$ cat src/design/twm_pkg.sv
// Package for the trimmed-window pH meter: fixed field widths, scale constants
// and the command/status structs between controller and datapath.
// No dependencies.
`default_nettype none

package twm_pkg;

	localparam int CFG_W     = 12;
	localparam int TRIM_W    = 16;
	localparam int MEAN_W    = 18;
	localparam int MV_W      = 13;
	localparam int PH_W      = 16;
	localparam int FRAC_BITS = 8;
	localparam int MV_SCALE  = 5000;   // millivolts at full scale
	localparam int PH_SCALE  = 17500;  // milli-pH at full scale (3.5 pH/V * 5 V)

	typedef struct packed {
		logic write;     // store accepted sample, restart the scan
		logic rd_en;     // read one window entry
		logic trim;      // form sum minus min and max
		logic mul;       // load the divider lanes
		logic div_step;  // reciprocal multiply on every lane
		logic out_load;  // capture the result fields
	} twm_cmd_t;

	typedef struct packed {
		logic scan_last;
	} twm_status_t;

endpackage

`default_nettype wire

$ cat src/design/twm_sample_if.sv
// Valid/ready channel carrying one ADC sample per transaction.
// No dependencies.
`default_nettype none

interface twm_sample_if #(
	parameter int SAMPLE_W = 10
);
	logic                valid;
	logic                ready;
	logic [SAMPLE_W-1:0] adc_sample;

	modport source (output valid, output adc_sample, input ready);
	modport sink   (input valid, input adc_sample, output ready);
endinterface

`default_nettype wire

$ cat src/design/twm_result_if.sv
// Valid/ready channel carrying one meter result per transaction.
// Depends on twm_pkg for the field widths.
`default_nettype none

interface twm_result_if;
	import twm_pkg::*;

	logic                     valid;
	logic                     ready;
	logic [TRIM_W-1:0]        trimmed_sum;
	logic [MEAN_W-1:0]        mean_q8;
	logic [MV_W-1:0]          voltage_mv;
	logic signed [PH_W-1:0]   ph_milli;

	modport source (output valid, output trimmed_sum, output mean_q8, output voltage_mv,
		output ph_milli, input ready);
	modport sink   (input valid, input trimmed_sum, input mean_q8, input voltage_mv,
		input ph_milli, output ready);
endinterface

`default_nettype wire

$ cat src/design/twm_ctrl.sv
// Controller of the trimmed-window pH meter: sequences write, scan, trim,
// scale, divide and output. Depends on twm_pkg.
`default_nettype none

module twm_ctrl import twm_pkg::*; (
	input  wire logic        clk,
	input  wire logic        arst_n,
	input  wire logic        in_valid,
	output logic             in_ready,
	output logic             out_valid,
	input  wire logic        out_ready,
	input  wire twm_status_t status,
	output twm_cmd_t         cmd
);

	typedef enum logic [6:0] {
		S_IDLE  = 7'b0000001,
		S_SCAN  = 7'b0000010,
		S_DRAIN = 7'b0000100,
		S_TRIM  = 7'b0001000,
		S_MUL   = 7'b0010000,
		S_DIV   = 7'b0100000,
		S_DONE  = 7'b1000000
	} state_t;

	state_t state_q, state_d;
	logic   out_vld_q;

	assign in_ready  = (state_q == S_IDLE);
	assign out_valid = out_vld_q;

	always_comb begin
		state_d = state_q;
		cmd     = '0;
		case (state_q)
			S_IDLE: begin
				if (in_valid) begin
					cmd.write = 1'b1;
					state_d   = S_SCAN;
				end
			end
			S_SCAN: begin
				cmd.rd_en = 1'b1;
				if (status.scan_last)
					state_d = S_DRAIN;
			end
			S_DRAIN: state_d = S_TRIM;
			S_TRIM: begin
				cmd.trim = 1'b1;
				state_d  = S_MUL;
			end
			S_MUL: begin
				cmd.mul = 1'b1;
				state_d = S_DIV;
			end
			S_DIV: begin
				cmd.div_step = 1'b1;
				state_d      = S_DONE;
			end
			S_DONE: begin
				// hold until the output register is free
				if (!out_vld_q || out_ready) begin
					cmd.out_load = 1'b1;
					state_d      = S_IDLE;
				end
			end
			default: state_d = S_IDLE;
		endcase
	end

	always_ff @(posedge clk or negedge arst_n) begin
		if (!arst_n) begin
			state_q   <= S_IDLE;
			out_vld_q <= 1'b0;
		end else begin
			state_q <= state_d;
			if (cmd.out_load)
				out_vld_q <= 1'b1;
			else if (out_ready)
				out_vld_q <= 1'b0;
		end
	end

endmodule

`default_nettype wire

$ cat src/design/twm_dp.sv
// Datapath of the trimmed-window pH meter: sample window memory, scan
// accumulator, constant scaling and three reciprocal multipliers that divide
// by WINDOW-2. Depends on twm_pkg.
`default_nettype none

module twm_dp import twm_pkg::*; #(
	parameter int WINDOW   = 40,
	parameter int ADC_BITS = 10
) (
	input  wire logic                  clk,
	input  wire logic                  arst_n,
	input  wire twm_cmd_t              cmd,
	output twm_status_t                status,
	input  wire logic [ADC_BITS-1:0]   adc_sample,
	input  wire logic                  cfg_we,
	input  wire logic [CFG_W-1:0]      cfg_wdata,
	output logic [TRIM_W-1:0]          trimmed_sum,
	output logic [MEAN_W-1:0]          mean_q8,
	output logic [MV_W-1:0]            voltage_mv,
	output logic signed [PH_W-1:0]     ph_milli
);

	localparam int IDX_W   = $clog2(WINDOW);
	localparam int SUM_W   = ADC_BITS + $clog2(WINDOW);
	localparam int MEAN_DW = SUM_W + FRAC_BITS;
	localparam int SCL_DW  = SUM_W + 15 - ADC_BITS;
	localparam int DIV_W   = (MEAN_DW > SCL_DW) ? MEAN_DW : SCL_DW;
	localparam int TX_W    = (SUM_W > TRIM_W) ? SUM_W : TRIM_W;
	localparam int LANES   = 3;
	// ceil(2^RCP_SH / (WINDOW-2)) gives the exact floor for any DIV_W-bit dividend
	localparam int RCP_SH  = DIV_W + $clog2(WINDOW - 2);
	localparam int RCP_W   = DIV_W + 2;
	localparam int PROD_W  = DIV_W + RCP_W;
	localparam logic [RCP_W-1:0] RECIP =
		RCP_W'(((64'd1 << RCP_SH) + 64'(WINDOW - 3)) / 64'(WINDOW - 2));

	// lane order: mean, voltage, pH
	localparam int L_MEAN = 0;
	localparam int L_MV   = 1;
	localparam int L_PH   = 2;

	logic [ADC_BITS-1:0] mem [WINDOW];
	logic [WINDOW-1:0]   vld_q;
	logic [IDX_W-1:0]    wr_idx_q;
	logic [IDX_W-1:0]    rd_addr_q;
	logic [ADC_BITS-1:0] rd_data_s1;
	logic                rd_vld_s1;
	logic                rd_en_s1;
	logic [ADC_BITS-1:0] entry;
	logic [SUM_W-1:0]    sum_q;
	logic [ADC_BITS-1:0] min_q, max_q;
	logic [SUM_W-1:0]    trim_q;
	logic [CFG_W-1:0]    offset_q;
	logic [DIV_W-1:0]    quo_q [LANES];
	logic [SUM_W+12:0]   mul_mv;
	logic [SUM_W+14:0]   mul_ph;
	logic [TX_W-1:0]     trim_ext;
	logic [PH_W-1:0]     ph_sum;

	assign status.scan_last = (rd_addr_q == IDX_W'(WINDOW - 1));

	// never-written entries read as zero
	assign entry = rd_vld_s1 ? rd_data_s1 : '0;

	assign mul_mv   = {13'd0, trim_q} * (SUM_W + 13)'(MV_SCALE);
	assign mul_ph   = {15'd0, trim_q} * (SUM_W + 15)'(PH_SCALE);
	assign trim_ext = TX_W'(trim_q);
	assign ph_sum   = quo_q[L_PH][PH_W-1:0] + {{(PH_W-CFG_W){offset_q[CFG_W-1]}}, offset_q};

	always_ff @(posedge clk) begin
		if (cmd.write)
			mem[wr_idx_q] <= adc_sample;
		if (cmd.rd_en)
			rd_data_s1 <= mem[rd_addr_q];
	end

	always_ff @(posedge clk or negedge arst_n) begin
		if (!arst_n) begin
			vld_q     <= '0;
			wr_idx_q  <= '0;
			rd_addr_q <= '0;
			rd_vld_s1 <= 1'b0;
			rd_en_s1  <= 1'b0;
			offset_q  <= '0;
		end else begin
			rd_en_s1 <= cmd.rd_en;
			if (cfg_we)
				offset_q <= cfg_wdata;
			if (cmd.write) begin
				vld_q[wr_idx_q] <= 1'b1;
				wr_idx_q  <= (wr_idx_q == IDX_W'(WINDOW - 1)) ? '0 : wr_idx_q + 1'b1;
				rd_addr_q <= '0;
			end else if (cmd.rd_en) begin
				rd_addr_q <= rd_addr_q + 1'b1;
			end
			if (cmd.rd_en)
				rd_vld_s1 <= vld_q[rd_addr_q];
		end
	end

	always_ff @(posedge clk) begin
		if (cmd.write) begin
			sum_q <= '0;
			min_q <= '1;
			max_q <= '0;
		end else if (rd_en_s1) begin
			sum_q <= sum_q + SUM_W'(entry);
			if (entry < min_q)
				min_q <= entry;
			if (entry > max_q)
				max_q <= entry;
		end
		if (cmd.trim)
			trim_q <= sum_q - SUM_W'(min_q) - SUM_W'(max_q);
	end

	// divide by the scaled 2^ADC_BITS first, then by WINDOW-2: same floor
	always_ff @(posedge clk) begin
		if (cmd.mul) begin
			quo_q[L_MEAN] <= DIV_W'({trim_q, {FRAC_BITS{1'b0}}});
			quo_q[L_MV]   <= DIV_W'(mul_mv >> ADC_BITS);
			quo_q[L_PH]   <= DIV_W'(mul_ph >> ADC_BITS);
		end else if (cmd.div_step) begin
			for (int l = 0; l < LANES; l++)
				quo_q[l] <= DIV_W'((PROD_W'(quo_q[l]) * PROD_W'(RECIP)) >> RCP_SH);
		end
	end

	always_ff @(posedge clk) begin
		if (cmd.out_load) begin
			trimmed_sum <= trim_ext[TRIM_W-1:0];
			mean_q8     <= quo_q[L_MEAN][MEAN_W-1:0];
			voltage_mv  <= quo_q[L_MV][MV_W-1:0];
			ph_milli    <= ph_sum;
		end
	end

endmodule

`default_nettype wire

$ cat src/design/trimmed_window_ph_meter.sv
// Trimmed-window pH meter. Each sample transaction writes one ADC reading into
// a ring window of WINDOW entries (zero after reset), then the block walks the
// whole window one entry per cycle to find the sum, minimum and maximum, drops
// one minimum and one maximum, and returns the trimmed sum, the mean in counts
// with 8 fraction bits, the probe voltage in mV and the pH in milli-pH plus the
// signed offset register. A new sample is accepted only once the last one is
// through. After the walk a drain state lets the last read land, then the block
// trims, scales by the constants, divides by WINDOW-2 through a reciprocal
// multiply and loads the output once the output register is free. A finished
// result waits in the output register while the next sample is taken. The user
// must write the offset through cfg_we/cfg_wdata only while idle; the block
// itself does not enforce it.
// Depends on twm_pkg, twm_sample_if, twm_result_if, twm_ctrl and twm_dp.
`default_nettype none

module trimmed_window_ph_meter import twm_pkg::*; #(
	parameter int WINDOW   = 40,
	parameter int ADC_BITS = 10
) (
	input  wire logic             clk,
	input  wire logic             arst_n,
	twm_sample_if.sink            sample,
	twm_result_if.source          result,
	input  wire logic             cfg_we,
	input  wire logic [CFG_W-1:0] cfg_wdata
);

	twm_cmd_t    cmd;
	twm_status_t status;

	twm_ctrl u_ctrl (
		.clk       (clk),
		.arst_n    (arst_n),
		.in_valid  (sample.valid),
		.in_ready  (sample.ready),
		.out_valid (result.valid),
		.out_ready (result.ready),
		.status    (status),
		.cmd       (cmd)
	);

	twm_dp #(
		.WINDOW   (WINDOW),
		.ADC_BITS (ADC_BITS)
	) u_dp (
		.clk         (clk),
		.arst_n      (arst_n),
		.cmd         (cmd),
		.status      (status),
		.adc_sample  (sample.adc_sample),
		.cfg_we      (cfg_we),
		.cfg_wdata   (cfg_wdata),
		.trimmed_sum (result.trimmed_sum),
		.mean_q8     (result.mean_q8),
		.voltage_mv  (result.voltage_mv),
		.ph_milli    (result.ph_milli)
	);

endmodule

`default_nettype wire
$ cat src/flat_wrapper.sv
// flat-port wrapper written by rule: the top's interface ports become plain ports
module trimmed_window_ph_meter_flat import twm_pkg::*;
#(
	parameter int WINDOW   = 40,
	parameter int ADC_BITS = 10
)
  (clk, arst_n, cfg_we, cfg_wdata, sample_valid, sample_adc_sample, sample_ready, result_valid, result_trimmed_sum, result_mean_q8, result_voltage_mv, result_ph_milli, result_ready);
  twm_sample_if sample_i ();
  twm_result_if result_i ();
  input  wire logic clk;
  input  wire logic arst_n;
  input  wire logic cfg_we;
  input  wire logic [CFG_W-1:0] cfg_wdata;
  input wire logic [$bits(sample_i.valid)-1:0] sample_valid;
  input wire logic [$bits(sample_i.adc_sample)-1:0] sample_adc_sample;
  output wire logic [$bits(sample_i.ready)-1:0] sample_ready;
  output wire logic [$bits(result_i.valid)-1:0] result_valid;
  output wire logic [$bits(result_i.trimmed_sum)-1:0] result_trimmed_sum;
  output wire logic [$bits(result_i.mean_q8)-1:0] result_mean_q8;
  output wire logic [$bits(result_i.voltage_mv)-1:0] result_voltage_mv;
  output wire logic [$bits(result_i.ph_milli)-1:0] result_ph_milli;
  input wire logic [$bits(result_i.ready)-1:0] result_ready;
  assign sample_i.valid = sample_valid;
  assign sample_i.adc_sample = sample_adc_sample;
  assign sample_ready = sample_i.ready;
  assign result_valid = result_i.valid;
  assign result_trimmed_sum = result_i.trimmed_sum;
  assign result_mean_q8 = result_i.mean_q8;
  assign result_voltage_mv = result_i.voltage_mv;
  assign result_ph_milli = result_i.ph_milli;
  assign result_i.ready = result_ready;
  trimmed_window_ph_meter #(.WINDOW(WINDOW), .ADC_BITS(ADC_BITS)) u_core (.clk(clk), .arst_n(arst_n), .sample(sample_i), .result(result_i), .cfg_we(cfg_we), .cfg_wdata(cfg_wdata));
endmodule
$ cat config.mk
export PLATFORM = sky130hd
export DESIGN_NAME = trimmed_window_ph_meter_flat
export DESIGN_NICKNAME = d
export VERILOG_FILES = /design/src/design/twm_pkg.sv /design/src/design/twm_sample_if.sv /design/src/design/twm_result_if.sv /design/src/design/twm_ctrl.sv /design/src/design/twm_dp.sv /design/src/design/trimmed_window_ph_meter.sv /design/src/flat_wrapper.sv
export SDC_FILE = /design/constraint.sdc
export NUM_CORES = 2
export LEC_CHECK = 0
export BUFFER_PORTS_ARGS = -buffer_cell sky130_fd_sc_hd__buf_4
export CAP_MARGIN = 10
export CORE_ASPECT_RATIO = 0.5
export CORE_MARGIN = 4
export CORE_UTILIZATION = 50
export CTS_CLUSTER_DIAMETER = 200
export CTS_CLUSTER_SIZE = 25
export DETAILED_ROUTE_END_ITERATION = 8
export PLACE_DENSITY = 0.74
export SYNTH_ARGS = -nofsm -noshare
export SYNTH_HDL_FRONTEND = slang
export SYNTH_SLANG_ARGS = --single-unit
$ cat constraint.sdc
create_clock -name clk -period 8.2 [get_ports clk]
set_input_delay 1.64 -clock clk [delete_from_list [all_inputs] [get_ports clk]]
set_output_delay 1.64 -clock clk [all_outputs]
set_load 0.01 [all_outputs]
Word level (Yosys, flattened, before mapping)
Memories as Yosys holds them, arrays and structs flattened. A register that Yosys moved wholly into a read port is not among the register bits.
Index checks and enable logic that the tools add are counted.
{"block": "totals", "reg_bits": 189, "ram_bits": 472, "n_memories": 2, "out_inout_bits": 65, "elab_cells": 90, "in_bits": 27}
{"memory": "u_core.u_dp.mem", "depth": 40, "word_bits": 10, "rd": 1, "rd_clocked_by_memory_dff": 1, "write_ports": 1, "line_no": "twm_dp.sv:42", "rtl": "logic [ADC_BITS-1:0] mem [WINDOW];"}
{"memory": "u_core.u_dp.quo_q", "depth": 3, "word_bits": 24, "rd": 3, "rd_clocked_by_memory_dff": 0, "write_ports": 3, "line_no": "twm_dp.sv:54", "rtl": "logic [DIV_W-1:0] quo_q [LANES];"}
{"block": "op_classes", "addsub": 6, "eq_ne": 12, "bitwise": 4, "n_reduce_logical": 8, "n_lt_le_gt_ge": 5, "muxes": 32, "n_mul": 5}
{"cell": "multiplier 24 x 23 -> 47 bit, second input constant", "n": 3}
{"cell": "2-to-1 mux 24 bit", "n": 3}
{"cell": "case mux 7 bit (7 select lines)", "n": 1}
{"cell": "OR 40 bit", "n": 1}
{"cell": "subtractor 16 x 10 -> 16 bit", "n": 2}
{"cell": "multiplier 16 x 13 -> 29 bit, second input constant", "n": 1}
{"cell": "multiplier 16 x 10 -> 26 bit, second input constant", "n": 1}
{"cell": "2-to-1 mux 7 bit", "n": 3}
{"cell": "2-to-1 mux 1 bit", "n": 19}
{"cell": "2-to-1 mux 6 bit", "n": 3}
{"cell": "adder 16 x 10 -> 16 bit", "n": 1}
{"cell": "adder 16 bit", "n": 1}
{"cell": "< comparator 6 x 7 -> 1 bit, second input constant", "n": 2}
{"cell": "adder 6 x 1 -> 6 bit, second input constant", "n": 2}
{"cell": "equality test 6 bit, second input constant", "n": 2}
{"cell": "greater-than comparator 10 bit", "n": 1}
{"cell": "< comparator 10 bit", "n": 1}
{"cell": "2-to-1 mux 10 bit", "n": 1}
{"cell": "equality test 7 x 1 -> 1 bit, second input constant", "n": 1}
{"cell": "equality test 7 x 2 -> 1 bit, second input constant", "n": 1}
{"cell": "equality test 7 x 3 -> 1 bit, second input constant", "n": 1}
{"cell": "equality test 7 x 4 -> 1 bit, second input constant", "n": 1}
{"cell": "equality test 7 x 5 -> 1 bit, second input constant", "n": 1}
{"cell": "equality test 7 x 6 -> 1 bit, second input constant", "n": 1}
{"cell": "other kinds (13)", "n": 18}

Logic depth before layout (Yosys ltp)
{"block": "logic_depth", "ltp_word": 6, "mapped_depth": 23, "mapped_depth_nobuf": 23}

Modules after synthesis
Synthesis repeated with hierarchy kept, for this count alone.
{"block": "hier_totals", "cells_unflattened": 4789, "hier_area_um2": 58148.3}
{"module": "twm_dp", "area_each_um2": 57692.8, "n_inst": 1, "cells_each": 4745, "seq_area_each_um2": 18978.2}
{"module": "twm_ctrl", "area_each_um2": 455.4, "n_inst": 1, "cells_each": 44, "seq_area_each_um2": 201.4}

Worst setup path after synthesis
Ideal clock, no wire load.
{"block": "synth_path", "kind": "reg2reg", "start": "memory u_core.u_dp.quo_q[0][8] in the netlist's numbering", "end": "memory u_core.u_dp.quo_q[0][11] in the netlist's numbering (data pin)", "path_stages_with_launch": 22, "path_slack_ns": 1.920, "arrival_time_ns": 6.017, "synth_period_minus_slack_ns": 6.280, "setup_ns": 0.264, "path_cell_list": "edfxtp_1 fa_1 inv_1 fa_1 fa_1 inv_1 fa_1 fa_1 fa_1 inv_1 fa_1 inv_1 ha_1 nand4_2 nor4_2 o2111ai_1 a311oi_2 nor2_1 o41ai_2 a21oi_1 xor2_1 o21ai_1"}
{"element": "start, declared", "line_no": "twm_dp.sv:54"}

==> run_results.csv <==
group,metric,value,unit
status,status,"finished, final reports clean",
worst_setup_path,critPathMaxFanout,10,
cts,postCtsSetupRepairBufs,0,
synthesis,synth.area.top_cells,"edfxtp_1 (29%), fa_1 (23%), ha_1 (18%)",
cts,clk_pin_slew_worst_paths,0.15,ns
finish,fillers,9567,
placement,placement.io_buffers,91,
cts,hold_buffers,0,
sta,setup-violations-final,0,
cts,cts_made_buffers,30,
finish,fin_nets,6333,
cts,cts_tree,"done",
sta,drv_slew,0,
floorplanning,coreArea,114000,um2
sta,fin_setup_tns,0,ns
sta,fmax,0.136,GHz
worst_setup_path,required,8.57,ns
global_routing,grt_pass1_wl,215,mm
routing,drt-vias-per-instance,5.53,
flow_run,maxCapViolations,0,
synthesis,synth_cell_types,92,
sta,slew_headroom,0.241,
power_and_ir_drop,vdd_drop_max,325,uV
finish,seq_area,19200,um2
finish,multi_input_area,34100,um2
hold_path,min-delay-start,"u_core.u_dp.vld_q[18]",
worst_setup_path,r2r-start,"u_core.u_dp.quo_q[0][13]",
worst_setup_path,r2r_setup_slack,0.87,ns
routing,first_iter_violations,2916,
synthesis,synth_largest_area_cell,"edfxtp_1",
sta,finalCriticalPeriod,7.33,ns
routing,post_drt_wl_per_cell,21.2,um
sta,tightest_slew,1.14,ns
finish,drive_gt1_frac,0.0742,
synthesis,syn_avg_cell_area,12.2,um2
sta,fin_crit_sh,0.894,
worst_setup_path,cp-startpoint,"u_core.u_dp.quo_q[0][13]",
floorplanning,die_w,489,um
synthesis,synthArstFlopShare,0.112,
routing,drc,0,
worst_setup_path,end_kind,"flip-flop",
floorplanning,io-pin-count,92,
placement,dp_hpwl,108,mm
finish,finish.utilization,0.538,
cts,clock-root-buffer,"clkbuf_16",
routing,drt_first_pass_iters,6,
sta,clock_skew,0.0369,ns
cts,htreeDepth,1,
floorplanning,initial_core_util,0.509,
worst_setup_path,crit_arrival,7.71,ns
synthesis,synth_top_area_frac,0.287,
global_routing,track_usage,0.227,
synthesis,synth_area,57900,um2
routing,drtAntennaViolNets,0,
global_routing,globalRouteOverflowTotal,0,
routing,vias,35100,
cts,cts_resized,0,
synthesis,ys_ff_latch,663,
floorplanning,fp-row-count,87,
synthesis,syn-num-nets,6266,
floorplanning,die_area,122000,um2
hold_path,hold_class,"reg2reg",
synthesis,yosys_warnings,0,
worst_setup_path,start_kind,"flip-flop",
cts,clk_path_buf_depth,3,
placement,place_congestion,0.972,
power_and_ir_drop,pwr_density_cell,306,nW/um2
floorplanning,die_h,249,um
cts,clock_sinks,663,
power_and_ir_drop,p_leak,28.5,nW
worst_setup_path,critical_path_class,"reg2reg",
sta,grt_setup_unrepaired,"false",
synthesis,synth_edf_count,553,
routing,drt_wl_total,135,mm
synthesis,ys_seq_area_frac,0.331,
sta,hold_viol,0,
synthesis,ys.flop_type,"edfxtp_1",
global_routing,grt_max_degree,66,
synthesis,syn_inst,4746,
finish,area_growth,5.74,%
global_routing,grt_pass1_vias,37500,
global_routing,antenna_found_initial,3,
cts,clk_latency,0.67,ns
worst max-delay path, cell delays in order (launching register included):
cell and delay [ns]:
edfxtp_1 0.75, fa_1 0.54, fa_1 0.52, inv_1 0.06
fa_1 0.54, inv_1 0.06, fa_1 0.48, inv_1 0.05
fa_1 0.47, inv_1 0.05, fa_1 0.50, fa_1 0.42
ha_1 0.40, nand2_2 0.12, nor4_2 0.43, o2111ai_1 0.19
a311oi_2 0.51, o21ai_0 0.16, o211ai_1 0.29, a211oi_2 0.17
nor3b_1 0.23, o31ai_1 0.10
layout by cell type, fill, tap and decap left out, drive strengths merged, types with 69 or more instances in the layout:
| master | instances |
|---|---|
| inv | 1165 |
| ha | 841 |
| fa | 652 |
| edfxtp | 553 |
| nor2 | 148 |
| a21oi | 140 |
| nand2 | 131 |
| mux4 | 126 |
| buf | 108 |
| o21ai | 107 |
| dfrtp | 73 |
| a21o | 69 |
routing by layer:
layer,vias to the layer above,share of wire,track usage
met4,2,0.026,0.0484
li1,16000,-,-
met5,-,0.000052,0
met3,175,0.057,0.0237
met2,994,0.48,0.376
met1,17900,0.44,0.325
Yosys cell counts (17+ instances only):
library cell / n
xnor2_1: 58
nand3_1: 37
o21a_1: 20
fa_1: 652
or2_2: 44
dfxtp_1: 36
dfrtp_1: 73
o21ai_0: 97
a21o_1: 69
and3_1: 20
o21bai_1: 17
edfxtp_1: 553
nand4_1: 33
a211oi_1: 24
inv_1: 1165
xor2_1: 46
nor3_1: 41
or3_1: 17
ha_1: 841
nor2_1: 148
a21oi_1: 138
mux2i_1: 51
nand2_1: 130
nor2b_1: 28
clkbuf_1: 43
mux4_2: 126
layout make-up:
class	instances	area share
multi-input combinational	2843	0.557
tap	1513	0.0309
clock inverter	2	0.000756
timing repair buffer	108	0.0132
sequential	663	0.313
antenna	2	0.0000817
clock buffer	54	0.0137
inverter	1167	0.0715
metrics by stage:
step	power, mW	worst slack (ns)	cells	cell area (um2)	hold slack (ns)
after floorplan	13.5	1.92	4746	57900	0.434
after global routing	20.5	0.594	6350	61300	0.490
after detailed placement	16.9	0.823	6294	60400	0.449
after CTS	18.8	0.780	6350	61300	0.473
after global placement	16.5	0.964	6294	60400	0.446
final	18.8	0.866	6352	61300	0.469
final timing paths:
path / end / cells past startpoint
worst max-delay path: u_core.u_dp.quo_q[0][17] / 21
worst min-delay path: u_core.u_dp.vld_q[18] / 1
worst max register to register: u_core.u_dp.quo_q[0][17] / 21
worst min register to register: u_core.u_dp.vld_q[18] / 1
max in group asynchronous: u_core.u_dp.rd_addr_q[0] / 2
min in group asynchronous: u_core.u_dp.vld_q[30] / 1
state kept, by name, indices dropped and copies added (netlist names), 7 cells and up:
name and count:
u_core.u_dp.mem 400, u_core.u_dp.quo_q 64, u_core.u_dp.vld_q 40, u_core.u_dp.mean_q8 18, u_core.u_dp.ph_milli 16, u_core.u_dp.sum_q 16
u_core.u_dp.trim_ext 16, u_core.u_dp.trimmed_sum 16, u_core.u_dp.voltage_mv 13, u_core.u_dp.offset_q 12, u_core.u_dp.max_q 10, u_core.u_dp.min_q 10
u_core.u_dp.rd_data_s1 10, u_core.u_ctrl.state_q 7
power breakdown:
part / switching, mW / internal, mW / leakage, nW
logic: 7.30 / 5.30 / 21.9
registers: 0.285 / 4.05 / 6.22
clock network: 1.10 / 0.710 / 0.416
kinds of logic (layout without fill, tap and decap cells):
family | after synthesis | count (layout) | synth area share
other | 0 | 2 | 0
AND/OR/NAND/NOR | 560 | 560 | 0.0481
AO/OA/AOI/OAI | 496 | 496 | 0.0570
multiplexers | 190 | 190 | 0.0603
XOR/XNOR | 104 | 104 | 0.0157
buffers and inverters | 1240 | 1331 | 0.0810
adder cells (fa/ha/maj) | 1493 | 1493 | 0.407
flip-flops | 663 | 663 | 0.331
(Power assumes the default switching activity.)
